[config.mk]
export PLATFORM = sky130hd
export DESIGN_NAME = line_clip_to_window
export DESIGN_NICKNAME = d
export VERILOG_FILES = /design/src/design/lcw_pkg.sv /design/src/design/lcw_muldiv.sv /design/src/design/line_clip_to_window.sv
export SDC_FILE = /design/constraint.sdc
export NUM_CORES = 2
export LEC_CHECK = 0
export ABC_CLOCK_PERIOD_IN_PS = 19900
export BUFFER_PORTS_ARGS = -buffer_cell sky130_fd_sc_hd__buf_2
export CORE_ASPECT_RATIO = 0.7
export CORE_UTILIZATION = 30
export CTS_CLUSTER_DIAMETER = 30
export DETAILED_ROUTE_END_ITERATION = 12
export PLACE_DENSITY_LB_ADDON = 0.12
export SLEW_MARGIN = 15
export SYNTH_ARGS = -nofsm -noshare
export SYNTH_HDL_FRONTEND = slang
export SYNTH_SLANG_ARGS = --single-unit
[constraint.sdc]
create_clock -name clk -period 19.9 [get_ports clk]
set_clock_uncertainty 0.1 [all_clocks]
set_input_delay 2.985 -clock clk [delete_from_list [all_inputs] [get_ports clk]]
set_output_delay 2.985 -clock clk [all_outputs]
set_load 0.03 [all_outputs]
[src/design/lcw_pkg.sv]
// Package for the line clipper: sequencer state types, register indexes and
// outcode bit positions. No dependencies.
package lcw_pkg;

	// Configuration register indexes
	localparam logic [1:0] REG_WIN_LEFT   = 2'd0;
	localparam logic [1:0] REG_WIN_TOP    = 2'd1;
	localparam logic [1:0] REG_WIN_RIGHT  = 2'd2;
	localparam logic [1:0] REG_WIN_BOTTOM = 2'd3;

	// Outcode bit positions
	localparam int OC_BELOW = 0;
	localparam int OC_ABOVE = 1;
	localparam int OC_RIGHT = 2;
	localparam int OC_LEFT  = 3;

	// Most endpoint moves before the final test
	localparam logic [2:0] CLIP_PASSES = 3'd4;

	typedef enum logic [1:0] {
		ST_IDLE,
		ST_TEST,
		ST_CALC,
		ST_FINISH
	} clip_state_t;

	typedef enum logic [1:0] {
		MD_IDLE,
		MD_MUL,
		MD_DIV,
		MD_DONE
	} md_state_t;

endpackage

[src/design/lcw_muldiv.sv]
// Shared multiply then serial divide unit: trunc(a*b/d), one quotient bit a cycle.
// Depends on lcw_pkg.
module lcw_muldiv #(
	parameter int COORD_BITS = 16
) (
	input  logic                        clk,
	input  logic                        arst_n,
	input  logic                        start,
	input  logic signed [COORD_BITS:0]  op_a,
	input  logic signed [COORD_BITS:0]  op_b,
	input  logic signed [COORD_BITS:0]  op_d,
	output logic                        done,
	output logic signed [COORD_BITS+1:0] quot
);
	import lcw_pkg::*;

	localparam int W  = COORD_BITS + 1;
	localparam int PW = 2 * W;
	localparam int CW = $clog2(COORD_BITS + 1);

	md_state_t state_q, state_d;

	logic [W-1:0]      mag_a_q, mag_b_q, mag_d_q;
	logic              neg_q, zero_q;
	logic [W-1:0]      rem_q;
	logic [W-1:0]      low_q;
	logic [W-1:0]      quo_q;
	logic [CW-1:0]     cnt_q;
	logic [PW-1:0]     prod;
	logic [W:0]        rem_sh;
	logic [W:0]        rem_sub;
	logic              take_bit;
	logic              mul_en, div_en;

	always_ff @(posedge clk or negedge arst_n) begin
		if (!arst_n) begin
			state_q <= MD_IDLE;
		end else begin
			state_q <= state_d;
		end
	end

	always_comb begin
		state_d = state_q;
		case (state_q)
			MD_IDLE: begin
				if (start) state_d = MD_MUL;
			end
			MD_MUL:  state_d = MD_DIV;
			MD_DIV: begin
				if (cnt_q == CW'(COORD_BITS)) state_d = MD_DONE;
			end
			MD_DONE: state_d = MD_IDLE;
			default: state_d = MD_IDLE;
		endcase
	end

	always_comb begin
		mul_en = 1'b0;
		div_en = 1'b0;
		done   = 1'b0;
		case (state_q)
			MD_MUL:  mul_en = 1'b1;
			MD_DIV:  div_en = 1'b1;
			MD_DONE: done   = 1'b1;
			default: ;
		endcase
	end

	assign prod     = PW'(mag_a_q) * PW'(mag_b_q);
	assign rem_sh   = {rem_q, low_q[W-1]};
	assign rem_sub  = rem_sh - {1'b0, mag_d_q};
	assign take_bit = (rem_sh >= {1'b0, mag_d_q});

	always_ff @(posedge clk) begin
		if (start && state_q == MD_IDLE) begin
			mag_a_q <= op_a[W-1] ? W'(-op_a) : W'(op_a);
			mag_b_q <= op_b[W-1] ? W'(-op_b) : W'(op_b);
			mag_d_q <= op_d[W-1] ? W'(-op_d) : W'(op_d);
			neg_q   <= op_a[W-1] ^ op_b[W-1] ^ op_d[W-1];
			zero_q  <= (op_d == '0);
		end
		if (mul_en) begin
			// high part seeds the remainder; it stays below the divisor
			rem_q <= prod[PW-1:W];
			low_q <= prod[W-1:0];
			quo_q <= '0;
			cnt_q <= '0;
		end
		if (div_en) begin
			rem_q <= take_bit ? rem_sub[W-1:0] : rem_sh[W-1:0];
			low_q <= {low_q[W-2:0], 1'b0};
			quo_q <= {quo_q[W-2:0], take_bit};
			cnt_q <= cnt_q + CW'(1);
		end
	end

	always_comb begin
		if (zero_q) begin
			quot = '0;
		end else if (neg_q) begin
			quot = -$signed({1'b0, quo_q});
		end else begin
			quot = $signed({1'b0, quo_q});
		end
	end

endmodule

[src/design/line_clip_to_window.sv]
// Line clipper: clips one segment to the window [left,right) x [top,bottom).
// A segment is first tested by its outcodes; one that they do not settle takes
// endpoint moves (at most four), each worked out by the serial divider.
// One segment is taken at a time; a finished result may wait while the next is taken.
// Reset (arst_n, asynchronous) empties the block and loads the window 0,0 to 1024,768.
// Depends on lcw_pkg and lcw_muldiv.
module line_clip_to_window #(
	parameter int COORD_BITS = 16
) (
	input  logic                         clk,
	input  logic                         arst_n,
	input  logic                         cfg_wr_en,
	input  logic [1:0]                   cfg_index,
	input  logic [COORD_BITS-1:0]        cfg_data,
	input  logic                         in_valid,
	output logic                         in_ready,
	input  logic signed [COORD_BITS-1:0] in_x0,
	input  logic signed [COORD_BITS-1:0] in_y0,
	input  logic signed [COORD_BITS-1:0] in_x1,
	input  logic signed [COORD_BITS-1:0] in_y1,
	output logic                         out_valid,
	input  logic                         out_ready,
	output logic                         visible,
	output logic signed [COORD_BITS-1:0] out_x0,
	output logic signed [COORD_BITS-1:0] out_y0,
	output logic signed [COORD_BITS-1:0] out_x1,
	output logic signed [COORD_BITS-1:0] out_y1
);
	import lcw_pkg::*;

	localparam int C = COORD_BITS;
	localparam int W = COORD_BITS + 1;
	localparam logic [C-1:0] RIGHT_RST  = C'(1024);
	localparam logic [C-1:0] BOTTOM_RST = C'(768);

	clip_state_t state_q, state_d;

	logic signed [C-1:0] left_q, top_q, right_q, bottom_q;
	logic signed [C-1:0] x0_q, y0_q, x1_q, y1_q;
	logic [2:0]          pass_q;
	logic                accept_q;
	logic                out_valid_q;
	logic                visible_q;
	logic signed [C-1:0] ox0_q, oy0_q, ox1_q, oy1_q;

	logic [3:0]          c0, c1, co;
	logic                md_start, md_done;
	logic signed [W-1:0] op_a, op_b, op_d;
	logic signed [C+1:0] md_q;
	logic signed [C-1:0] base, edge_val, moved;
	logic signed [C+1:0] moved_w;
	logic                load_in, test_en, fin_load;
	logic                settle_ok, settle_rej;

	function automatic logic signed [W-1:0] sx(input logic signed [C-1:0] v);
		sx = $signed({v[C-1], v});
	endfunction

	// Window registers
	always_ff @(posedge clk or negedge arst_n) begin
		if (!arst_n) begin
			left_q   <= '0;
			top_q    <= '0;
			right_q  <= RIGHT_RST;
			bottom_q <= BOTTOM_RST;
		end else if (cfg_wr_en) begin
			case (cfg_index)
				REG_WIN_LEFT:   left_q   <= cfg_data;
				REG_WIN_TOP:    top_q    <= cfg_data;
				REG_WIN_RIGHT:  right_q  <= cfg_data;
				REG_WIN_BOTTOM: bottom_q <= cfg_data;
				default: ;
			endcase
		end
	end

	always_comb begin
		c0 = '0;
		c1 = '0;
		if (y0_q >= bottom_q) c0[OC_BELOW] = 1'b1;
		else if (y0_q < top_q) c0[OC_ABOVE] = 1'b1;
		if (x0_q >= right_q) c0[OC_RIGHT] = 1'b1;
		else if (x0_q < left_q) c0[OC_LEFT] = 1'b1;
		if (y1_q >= bottom_q) c1[OC_BELOW] = 1'b1;
		else if (y1_q < top_q) c1[OC_ABOVE] = 1'b1;
		if (x1_q >= right_q) c1[OC_RIGHT] = 1'b1;
		else if (x1_q < left_q) c1[OC_LEFT] = 1'b1;
	end

	assign co         = (c0 != '0) ? c0 : c1;
	assign settle_ok  = ((c0 | c1) == '0);
	assign settle_rej = ((c0 & c1) != '0) || (pass_q == CLIP_PASSES);

	// Operands of the move: pick the edge from the lowest set outcode bit
	always_comb begin
		op_a     = sx(x1_q) - sx(x0_q);
		op_d     = sx(y1_q) - sx(y0_q);
		base     = x0_q;
		op_b     = sx(left_q) - sx(x0_q);
		edge_val = left_q;
		if (co[OC_BELOW]) begin
			op_b     = sx(bottom_q) - sx(y0_q);
			edge_val = bottom_q - C'(1);
		end else if (co[OC_ABOVE]) begin
			op_b     = sx(top_q) - sx(y0_q);
			edge_val = top_q;
		end else begin
			op_a = sx(y1_q) - sx(y0_q);
			op_d = sx(x1_q) - sx(x0_q);
			base = y0_q;
			if (co[OC_RIGHT]) begin
				op_b     = sx(right_q) - sx(x0_q);
				edge_val = right_q - C'(1);
			end
		end
	end

	assign moved_w = $signed({{2{base[C-1]}}, base}) + md_q;
	assign moved   = moved_w[C-1:0];

	lcw_muldiv #(
		.COORD_BITS(COORD_BITS)
	) u_muldiv (
		.clk    (clk),
		.arst_n (arst_n),
		.start  (md_start),
		.op_a   (op_a),
		.op_b   (op_b),
		.op_d   (op_d),
		.done   (md_done),
		.quot   (md_q)
	);

	// Sequencer
	always_ff @(posedge clk or negedge arst_n) begin
		if (!arst_n) begin
			state_q <= ST_IDLE;
		end else begin
			state_q <= state_d;
		end
	end

	always_comb begin
		state_d = state_q;
		case (state_q)
			ST_IDLE: begin
				if (in_valid) state_d = ST_TEST;
			end
			ST_TEST: begin
				if (settle_ok || settle_rej) state_d = ST_FINISH;
				else state_d = ST_CALC;
			end
			ST_CALC: begin
				if (md_done) state_d = ST_TEST;
			end
			ST_FINISH: begin
				if (!out_valid_q || out_ready) state_d = ST_IDLE;
			end
			default: state_d = ST_IDLE;
		endcase
	end

	always_comb begin
		in_ready = 1'b0;
		load_in  = 1'b0;
		test_en  = 1'b0;
		md_start = 1'b0;
		fin_load = 1'b0;
		case (state_q)
			ST_IDLE: begin
				in_ready = 1'b1;
				load_in  = in_valid;
			end
			ST_TEST: begin
				test_en  = 1'b1;
				md_start = !(settle_ok || settle_rej);
			end
			ST_FINISH: fin_load = !out_valid_q || out_ready;
			default: ;
		endcase
	end

	always_ff @(posedge clk) begin
		if (load_in) begin
			x0_q   <= in_x0;
			y0_q   <= in_y0;
			x1_q   <= in_x1;
			y1_q   <= in_y1;
			pass_q <= '0;
		end
		if (test_en) begin
			accept_q <= settle_ok;
		end
		if (state_q == ST_CALC && md_done) begin
			// move the first endpoint that lies outside
			pass_q <= pass_q + 3'd1;
			if (c0 != '0) begin
				if (co[OC_BELOW] || co[OC_ABOVE]) begin
					x0_q <= moved;
					y0_q <= edge_val;
				end else begin
					x0_q <= edge_val;
					y0_q <= moved;
				end
			end else begin
				if (co[OC_BELOW] || co[OC_ABOVE]) begin
					x1_q <= moved;
					y1_q <= edge_val;
				end else begin
					x1_q <= edge_val;
					y1_q <= moved;
				end
			end
		end
		if (fin_load) begin
			visible_q <= accept_q;
			ox0_q     <= accept_q ? x0_q : '0;
			oy0_q     <= accept_q ? y0_q : '0;
			ox1_q     <= accept_q ? x1_q : '0;
			oy1_q     <= accept_q ? y1_q : '0;
		end
	end

	// Result register: hold until the transaction completes
	always_ff @(posedge clk or negedge arst_n) begin
		if (!arst_n) begin
			out_valid_q <= 1'b0;
		end else if (fin_load) begin
			out_valid_q <= 1'b1;
		end else if (out_ready) begin
			out_valid_q <= 1'b0;
		end
	end

	assign out_valid = out_valid_q;
	assign visible   = visible_q;
	assign out_x0    = ox0_q;
	assign out_y0    = oy0_q;
	assign out_x1    = ox1_q;
	assign out_y1    = oy1_q;

endmodule
==> summary.md <==
* false — unrepaired setup endpoints after global routing
* 0.2552 — fraction of the yosys area taken by sequential cells
* 0.3047 — effective utilization at floorplan
* u_muldiv.low_q[0] — start point of the worst min-delay path
* 4354 — Net count, final
* 11138 — number of filler cells placed in the layout
* 22080 µm² — area occupied by multi-input gates
* 37560 µm² — final non-filler cell area
* 7.556 ns — post-layout min period
* 5 — TritonRoute pass-1 iters
* 127.0 mm — WL final
* 0.9266 — RePlAce Congestion
* 132.3 MHz — maximum frequency from static timing analysis
* 0.3511 — final core utilization
* 0 — Slew Limit Fails
* 0 — number of hold buffers added after CTS
* 58.93 µV — Max IR drop VDD
* 310 — CTS sink cnt
* u_muldiv.mag_b_q[10] — Worst Setup SP
* 3 — H-Tree Depth
* 5067 — instance count after placement with tap cells included
* 176 — EDFF count, synth
* 15.25% — area grow syn2layout
* 310 — number of synthesized register bits
* 26889 — number of vias after detailed routing
* 2604 — Initial DRC Count
* 107000 µm² — Placeable Area
* 0 — antenna-violating nets left
* 9.086 µm² — average instance area after synthesis
* 0.1156 — share of layout cells above drive strength 1
* 4220 — post-synth net total
* 0 — quantity of gates resized following cts
* 154 — total I/O pin count
* 7.84 ns — Arrival @ worst endpoint
* 0 — Post-CTS Repair Setup Buffers
* 80 — CTS Buf Count
* flip-flop — Worst Setup Start Kind
* clkbuf_16 — root buf cell
* 69.33 nW/µm² — pwr dens
* 20.18 ns — data required time of the critical path
* 0.2310 — All-Layer GR Usage
* 73 — pin count of the biggest net entering global routing
* 0 — DR DRC count
* 34850 µm² — Cell Area, Placed
* 12 — initial antenna violation count
* 0 — Antenna Cells
* u_muldiv.mag_b_q[10] — startpoint of the lowest-slack register-to-register path
* yes — TritonCTS clock tree
* 100 — Rows
* 0.3797 — Tcrit/Tclk final
* 5216 — final standard cell count with taps included and fillers excluded
* reg2reg — startpoint-to-endpoint class of the critical path
* edfxtp_1 — most common flop cell mapped by yosys
* 396.0 µm — die outline width
* finished, final reports clean — outcome
* 5.155 — mean number of vias per cell
* 0.67 ns — clock latency at the later pin of the worst-skew pair
* 0.05 ns — clock slew at reported path FFs
* 100.5 mm — HPWL Detailed
* 17.00 nW — Pleak
* 277.8 µm — die extent in y
* 0.2226 — fraction of registers with async set/reset
* 3 — maximum clock insertion buffer count
* 3587 — synthesized instance count
* 24.35 µm — post-detailed-route wirelength per cell
* 0 — number of failing setup endpoints in the final timing report
* flip-flop — crit end category
* 0 — Max Cap Violations
* 186.4 mm — global-route wire length before repair
* 110000 µm² — die area
* 1.189 ns — actual slew at the worst max-slew pin
* 0 — Yosys warnings
* 99 — distinct cell type count of the synthesized netlist
* 32590 µm² — synthesized cell area
* 17 — Max Fanout on Critical Path
* 0 ns — setup TNS
* reg2reg — HP Class
* 8317 µm² — Sequential Area
* 153 — input/output buffers
* 25954 — number of global-route vias before repair
* 0 — number of hold violations in the final report
* 0.2026 — Max-slew headroom
* 0 — total overflow reported by the global router
flip-flops by register name (all words and copies together) (netlist names), 16 cells and up:
signal / count
right_q: 16
u_muldiv.mag_b_q: 17
u_muldiv.quo_q: 16
out_x0: 16
x1_q: 16
out_y1: 16
u_muldiv.mag_d_q: 17
y1_q: 16
bottom_q: 16
x0_q: 16
u_muldiv.low_q: 17
y0_q: 16
out_y0: 16
u_muldiv.mag_a_q: 17
left_q: 16
u_muldiv.rem_q: 17
top_q: 16
out_x1: 16
Yosys cell counts (65+ instances only):
cell type	count	area [µm²]
a21o_1	70	525.5
nor2_1	198	743.2
dfxtp_1	65	1301
clkbuf_1	102	382.9
o21ai_0	168	840.8
nand2_1	350	1314
mux2i_1	87	870.8
fa_1	232	4644
xnor2_1	148	1296
dfrtp_1	66	1652
ha_1	314	3929
edfxtp_1	176	5285
a21oi_1	222	1111
inv_1	449	1685
and2_1	216	1351
placed cells by master (no fill, tap or decap), types with 13 or more instances in the layout:
cell	instances
a211oi_1	44
a21o_1	70
a21oi_1	222
a31oi_1	19
and2_1	215
buf_2	152
buf_4	29
clkbuf_16	82
clkinv_2	18
clkinvlp_4	13
dfrtp_1	66
dfxtp_1	65
edfxtp_1	176
fa_1	232
ha_1	312
inv_1	449
mux2_2	54
mux2i_1	87
nand2_1	349
nand2b_1	27
nand3_1	53
nand4_1	26
nor2_1	197
nor2b_1	52
nor3_1	54
o211ai_1	19
o21a_1	19
o21ai_0	168
o21bai_1	25
o221ai_1	14
o31ai_1	14
xnor2_1	148
xor2_1	64
critical path: stages (launching register included):
cell,delay [ns]
edfxtp_1,1.01
nand2_1,0.18
fa_1,0.58
inv_1,0.05
fa_1,0.51
fa_1,0.46
fa_1,0.52
fa_1,0.56
inv_1,0.06
fa_1,0.64
inv_1,0.09
ha_1,0.38
a21o_1,0.19
a21o_1,0.17
a21oi_1,0.15
o21ai_0,0.09
a21oi_1,0.37
o21ai_0,0.29
a31o_2,0.33
a21oi_1,0.21
xor2_1,0.21
mux2i_1,0.09
kinds of logic (layout without fill, tap and decap cells):
family,Yosys count,in the layout,synth area share
mux,141,141,0.04538
xor+xnor,212,212,0.05697
buf+inv,578,779,0.06845
flops,310,310,0.2552
compound gates,737,737,0.1493
simple gates,1063,1063,0.1617
fa+ha+maj,546,546,0.2631
path summary, 6_finish.rpt:
check	end	slack, ns	depth (start not counted)
worst max-delay path	u_muldiv.rem_q[13]	12.34	21
worst min-delay path	u_muldiv.low_q[0]	0.37	2
worst max register to register	u_muldiv.rem_q[13]	12.34	21
worst min register to register	u_muldiv.low_q[0]	0.37	2
max in group asynchronous	out_valid	16.65	1
min in group asynchronous	right_q[6]	2.37	1
routing by layer:
layer  GRT usage  up-vias  routed length [µm]
li1            -    12534                   -
met1      0.3805    13339               67050
met2      0.2996      908               48080
met3     0.05063      108               10310
met4     0.03416        0                1597
met5           0        -                   0
final cells by class:
type                       count  area share
sequential                   310      0.2214
tap                         1428     0.04757
timing repair buffer         181     0.02605
clock buffer                  96     0.05683
multi-input combinational   2699      0.5880
clock inverter                53     0.01532
inverter                     449     0.04487
stage by stage:
step	power (mW)	setup slack, ns	hold slack, ns
6_report	2.604	12.34	0.3697
5_1_grt	2.700	11.94	0.3837
4_1_cts	2.614	12.33	0.3710
3_5_place_dp	1.299	12.34	0.3655
3_3_place_gp	1.303	12.44	0.3649
2_1_floorplan	1.102	13.29	0.3244
power by group:
group | internal [mW] | leakage, nW | switching (mW) | total (mW)
Combinational | 0.189 | 13.0 | 0.354 | 0.544
Sequential | 0.708 | 2.66 | 0.0508 | 0.759
Clock | 0.849 | 1.29 | 0.453 | 1.30
Total | 1.75 | 17.0 | 0.858 | 2.60
(Power assumes the default switching activity.)
